File: src/hdl/rsa_pkg.sv
package rsa_pkg;
	localparam int PRIME_BITS_DEF = 32;
	localparam int WIDE = 64;

	// datapath commands
	localparam logic [2:0] CMD_NONE  = 3'd0;
	localparam logic [2:0] CMD_LOAD  = 3'd1;
	localparam logic [2:0] CMD_GCD   = 3'd2;
	localparam logic [2:0] CMD_NEXT  = 3'd3;
	localparam logic [2:0] CMD_INV   = 3'd4;

	typedef struct packed {
		logic [2:0] cmd;
	} rsa_cmd_t;

	typedef struct packed {
		logic done;
		logic err;
		logic coprime;
	} rsa_stat_t;
endpackage

File: src/hdl/rsa_controller.sv
module rsa_controller (
	input  logic               clk,
	input  logic               arst_n,
	input  logic               start,
	input  rsa_pkg::rsa_stat_t stat,
	output rsa_pkg::rsa_cmd_t  cmd,
	output logic               busy,
	output logic               valid
);
	import rsa_pkg::*;

	localparam logic [2:0] ST_IDLE = 3'd0;
	localparam logic [2:0] ST_LOAD = 3'd1;
	localparam logic [2:0] ST_GCD  = 3'd2;
	localparam logic [2:0] ST_NEXT = 3'd3;
	localparam logic [2:0] ST_INV  = 3'd4;
	localparam logic [2:0] ST_WAIT = 3'd5;

	logic [2:0] st_q;
	logic [2:0] after_q;

	always_ff @(posedge clk or negedge arst_n) begin
		if (!arst_n) begin
			st_q <= ST_IDLE;
			after_q <= ST_IDLE;
			valid <= 1'b0;
		end else begin
			valid <= 1'b0;
			case (st_q)
				ST_IDLE: if (start) begin
					st_q <= ST_WAIT;
					after_q <= ST_LOAD;
				end
				ST_GCD: begin
					st_q <= ST_WAIT;
					after_q <= ST_GCD;
				end
				ST_NEXT: begin
					st_q <= ST_WAIT;
					after_q <= ST_NEXT;
				end
				ST_INV: begin
					st_q <= ST_WAIT;
					after_q <= ST_INV;
				end
				ST_WAIT: begin
					if (stat.done) begin
						case (after_q)
							ST_LOAD: begin
								if (stat.err) begin
									st_q <= ST_IDLE;
									valid <= 1'b1;
								end else st_q <= ST_GCD;
							end
							ST_GCD: st_q <= stat.coprime ? ST_INV : ST_NEXT;
							ST_NEXT: st_q <= ST_GCD;
							default: begin
								st_q <= ST_IDLE;
								valid <= 1'b1;
							end
						endcase
					end
				end
				default: st_q <= ST_IDLE;
			endcase
		end
	end

	// load goes out with the accepted transaction so the primes are taken at that edge
	always_comb begin
		case (st_q)
			ST_IDLE: cmd.cmd = start ? CMD_LOAD : CMD_NONE;
			ST_GCD:  cmd.cmd = CMD_GCD;
			ST_NEXT: cmd.cmd = CMD_NEXT;
			ST_INV:  cmd.cmd = CMD_INV;
			default: cmd.cmd = CMD_NONE;
		endcase
	end

	assign busy = (st_q != ST_IDLE);
endmodule
File: config.mk
export PLATFORM = sky130hd
export DESIGN_NAME = rsa_controller
export DESIGN_NICKNAME = d
export VERILOG_FILES = /design/src/hdl/rsa_pkg.sv /design/src/hdl/rsa_controller.sv
export SDC_FILE = /design/constraint.sdc
export NUM_CORES = 1
export LEC_CHECK = 0
export BUFFER_PORTS_ARGS = -buffer_cell sky130_fd_sc_hd__buf_4
export CAP_MARGIN = 5
export CELL_PAD_IN_SITES_DETAIL_PLACEMENT = 2
export CELL_PAD_IN_SITES_GLOBAL_PLACEMENT = 2
export CORE_MARGIN = 1
export CORE_UTILIZATION = 28
export CTS_BUF_LIST = sky130_fd_sc_hd__clkbuf_16
export DETAILED_ROUTE_END_ITERATION = 16
export PLACE_DENSITY = 0.76
export SLEW_MARGIN = 10
export SYNTH_ARGS = -nofsm -noshare
export SYNTH_HDL_FRONTEND = slang
export SYNTH_SLANG_ARGS = --single-unit
File: constraint.sdc
create_clock -name clk -period 1.4 [get_ports clk]
set_input_delay 0.28 -clock clk [delete_from_list [all_inputs] [get_ports clk]]
set_output_delay 0.28 -clock clk [all_outputs]
set_load 0.02 [all_outputs]
# Word level (Yosys, flattened, before mapping)
# Cells that the tools add are included.
[classes] n_eq_ne=9 mux=14 reduce_logical=7
[ops] cell="case mux 3 bit (4 select lines)" n=2
[ops] cell="case mux 3 bit (3 select lines)" n=2
[ops] cell="equality test 3 x 2 -> 1 bit (second input constant)" n=4
[ops] cell="2-to-1 mux 3 bit" n=4
[ops] cell="equality test 3 bit (second input constant)" n=2
[ops] cell="2-to-1 mux 1 bit" n=4
[ops] cell="inequality test 2 bit (second input constant)" n=2
[ops] cell="AND reduction 2 bit" n=2
[ops] cell="nonzero test 4 bit" n=1
[ops] cell="equality test 3 x 1 -> 1 bit (second input constant)" n=1
[ops] cell="logical NOT 3 bit" n=1
[ops] cell="nonzero test 3 bit" n=1
[ops] cell="OR reduction 3 bit" n=1
[ops] cell="2-to-1 mux 2 bit" n=1
[ops] cell="case mux 1 bit (2 select lines)" n=1
[ops] cell="OR reduction 2 bit" n=1
[totals] register_bits=7 in_bits=6 out_inout_bits=5 wordCells=33

# Logic depth before layout (Yosys ltp)
[depth] word_depth=5 depth_mapped=4 depth_no_buf=3

# Worst setup path after synthesis
# OpenSTA, ideal clock, no wires.
[synth_path] path_type="flip-flop to output port" from="register st_q[0]" to="output port cmd[0] in the netlist's numbering" arrival_time_ps=1097 t_required_ps=1120 path_slack_ps=23 path_stages_with_launch=5 path_buffers=1 path_cell_list="dfrtp_1 clkbuf_2 nand2b_1 o21a_1 nor2_1"
[synth_lines] item="from (decl)" line="rsa_controller.sv:19" text="logic [2:0] st_q;"
[synth_lines] item="from (signal assigned)" line="rsa_controller.sv:55" text="ST_GCD: st_q <= stat.coprime ? ST_INV : ST_NEXT;"
[synth_lines] item="to (decl)" line="rsa_controller.sv:6" text="output rsa_pkg::rsa_cmd_t cmd,"

==> results.toml <==
[critical_path]
cp.required_ns = 1.12
cp-end-kind = "output pin"
rr_startpoint = "st_q[0]"
crit_fanout = 5
reg2regPathDepth = 4
critical_path_class = "reg2out"
crit_path_start = "st_q[0]"
r2r_setup_slack_ns = -0.03
cp.arrival_ns = 1.23
rr_endpoint = "st_q[2]"
setup.worst_path.end = "cmd[0]"
cp-start-kind = "register"

[place]
port_buffers = 10
gp_congestion = 0.762

[sta]
setup_tns_ns = -0.328
min_period_over_period_pct = 108
final_max_slew_viol_count = 0
setup_ws_ns = -0.105
finalSetupViolations = 5
period_minus_slack_ns = 1.51
tightest_slew_ns = 0.257
skew_ns = 0.00321
timing.slew.headroom_pct = 82.6
grt_setup_unrepaired = "yes"
max_freq_ghz = 0.664
final-hold-violation-count = 0

[floorplanning]
io_pins = 11
start_util_pct = 30.9
die_area_um2 = 1650
die_h_um = 40.6
fp.dieW_um = 40.6
rows = 13
core_area_um2 = 1350

[clocking]
cts_root_buffer = "clkbuf_16"
clock_latency_ns = 0.24
cts_tree = "built"
clk_pin_slew_ns = 0.04
clkSinkCount = 7
cts_buffers = 3
h-tree-depth = 1
cts_buffer_depth = 2

[final_layout]
most-common-layout-cells = "18 x buf_4, 6 x dfrtp_1, 4 x nand2_1, 4 x nor2_1"
syn_to_final_growth_pct = 68.8
layout-drive-gt1-share_pct = 46.4
layout.cells.most_common = "buf_4"
nets = 76
diodes = 0
final_util_pct = 52.1

[global_route]
grt_pass1_wl_mm = 2.10
grtUsageTotal_pct = 20.8
grt_max_degree = 9
grt_pass1_vias = 466
grt-ovfl-total = 0
antenna_found_initial = 0

[detailed_routing]
drt_wl_total_mm = 1.70
vias_per_cell = 5.19
vias = 436
final_antenna_net_count = 0
wire_per_inst_um = 20.3
initialDrtViolationCount = 4
drt_first_pass_iters = 4
remaining_drc_errors = 0

[min_path]
hp-start = "stat[0]"
hold_class = "in2reg"

[synth]
ys_ff_latch = 7
yosys.area.top_type_share_pct = 42.0
seq_area_frac_synth_pct = 42.0
synthDistinctLibCells = 26
synth_simple_gate_area_share_pct = 29.7
synth-async-reset-ratio_pct = 100
synth_top_cells_by_area = "dfrtp_1 42%, nor2_1 5.4%, a21oi_1 3.6%"
synth_top_family_by_area = "simple AND/OR/NAND/NOR gates"
synthFlopType = "dfrtp_1"
yosys_warnings = 0
synthCells = 46
synth_edf_count = 0
yosysTopAreaCell = "dfrtp_1"
synth_area_um2 = 417
synthAdderAreaFrac_pct = 0
avgSynthCellArea_um2 = 9.06
syn-num-nets = 52
synthXorXnorAreaFrac_pct = 2.10
muxShareOfSynthArea_pct = 0
synth-compound-area-share_pct = 19.5

[pwr]
p_leak_nw = 0.329
worst_ir_drop_vdd_mv = 0.913
power.density_nw_per_um2 = 2260

[run_status]
status = "finished with violations"
violations = "negative setup slack"

[job]
cap_violations = 0
[report_power, final]
part | internal [W] | switching (W) | leakage (nW)
combinational | 0.000380 | 0.000335 | 0.200
sequential | 0.000274 | 0.000102 | 0.0871
clock | 0.000373 | 0.000123 | 0.0423
[cells in the mapped netlist (all sizes together) (2+ instances only)]
cell type / number
a21oi: 3
buf: 2
dfrtp: 7
nand2: 4
nand2b: 2
nor2: 6
nor2b: 2
o21ai: 3
[timing repair]
item | 4_1_cts | 5_1_grt
cloned | 0 | 0
resized for setup | 7 | 4
pin swaps | 0 | 2
endpoints found under the setup margin | 4 | 6
hold buffers | 1 | 0
endpoints found under the hold margin | 7 | 0
setup buffers | 2 | 3
[metal layers]
metal  wire (µm)  GRT usage, %  vias to the layer above
li1            -             -                      203
met1         665          20.7                      220
met2         958          37.7                       11
met3          63          10.0                        2
met4          14          5.83                        0
met5           0             0                        -
[through the flow]
step / std cells / hold slack, ns / setup slack, ns / total power, W / cell area, µm²
3_3_place_gp: 74 / 0.101 / 0.107 / 0.000899 / 532
5_1_grt: 84 / 0.320 / -0.139 / 0.00167 / 703
6_report: 84 / 0.309 / -0.105 / 0.00159 / 703
2_1_floorplan: 46 / -0.0156 / 0.0231 / 0.000696 / 417
4_1_cts: 81 / 0.290 / -0.0865 / 0.00151 / 664
3_5_place_dp: 74 / 0.101 / 0.0831 / 0.000920 / 532
[worst max-delay path, stage by stage, from the launching register on]
cell,delay [ns]
dfrtp_2,0.44
nand2b_4,0.16
o21a_1,0.16
nor2_1,0.08
buf_4,0.14
[flip-flops by register name (all words and copies together), names as in the netlist]
signal   cells
after_q      3
valid        1
st_q         3
[worst min path at each step]
stage / end / slack [ns] / depth (start not counted)
floorplan: after_q[0] / -0.02 / 0
global placement: after_q[1] / 0.10 / 1
detailed placement: st_q[2] / 0.10 / 1
CTS: st_q[2] / 0.29 / 2
global route: st_q[2] / 0.32 / 2
finish: st_q[2] / 0.31 / 2
[final cells by class]
cell class	instances	area [µm²]
Clock buffer	3	75.1
Clock inverter	1	3.75
Fill cell	141	647
Inverter	1	3.75
Multi-Input combinational cell	35	246
Sequential cell	7	176
Tap cell	15	18.8
Timing Repair Buffer	22	179
[cell families (layout without fill, tap and decap cells)]
kind of cell,count (synthesis),in the layout
buf+inv,4,27
xor+xnor,1,1
simple gates,22,22
flops,7,7
compound gates,12,12
(Power assumes the default switching activity.)
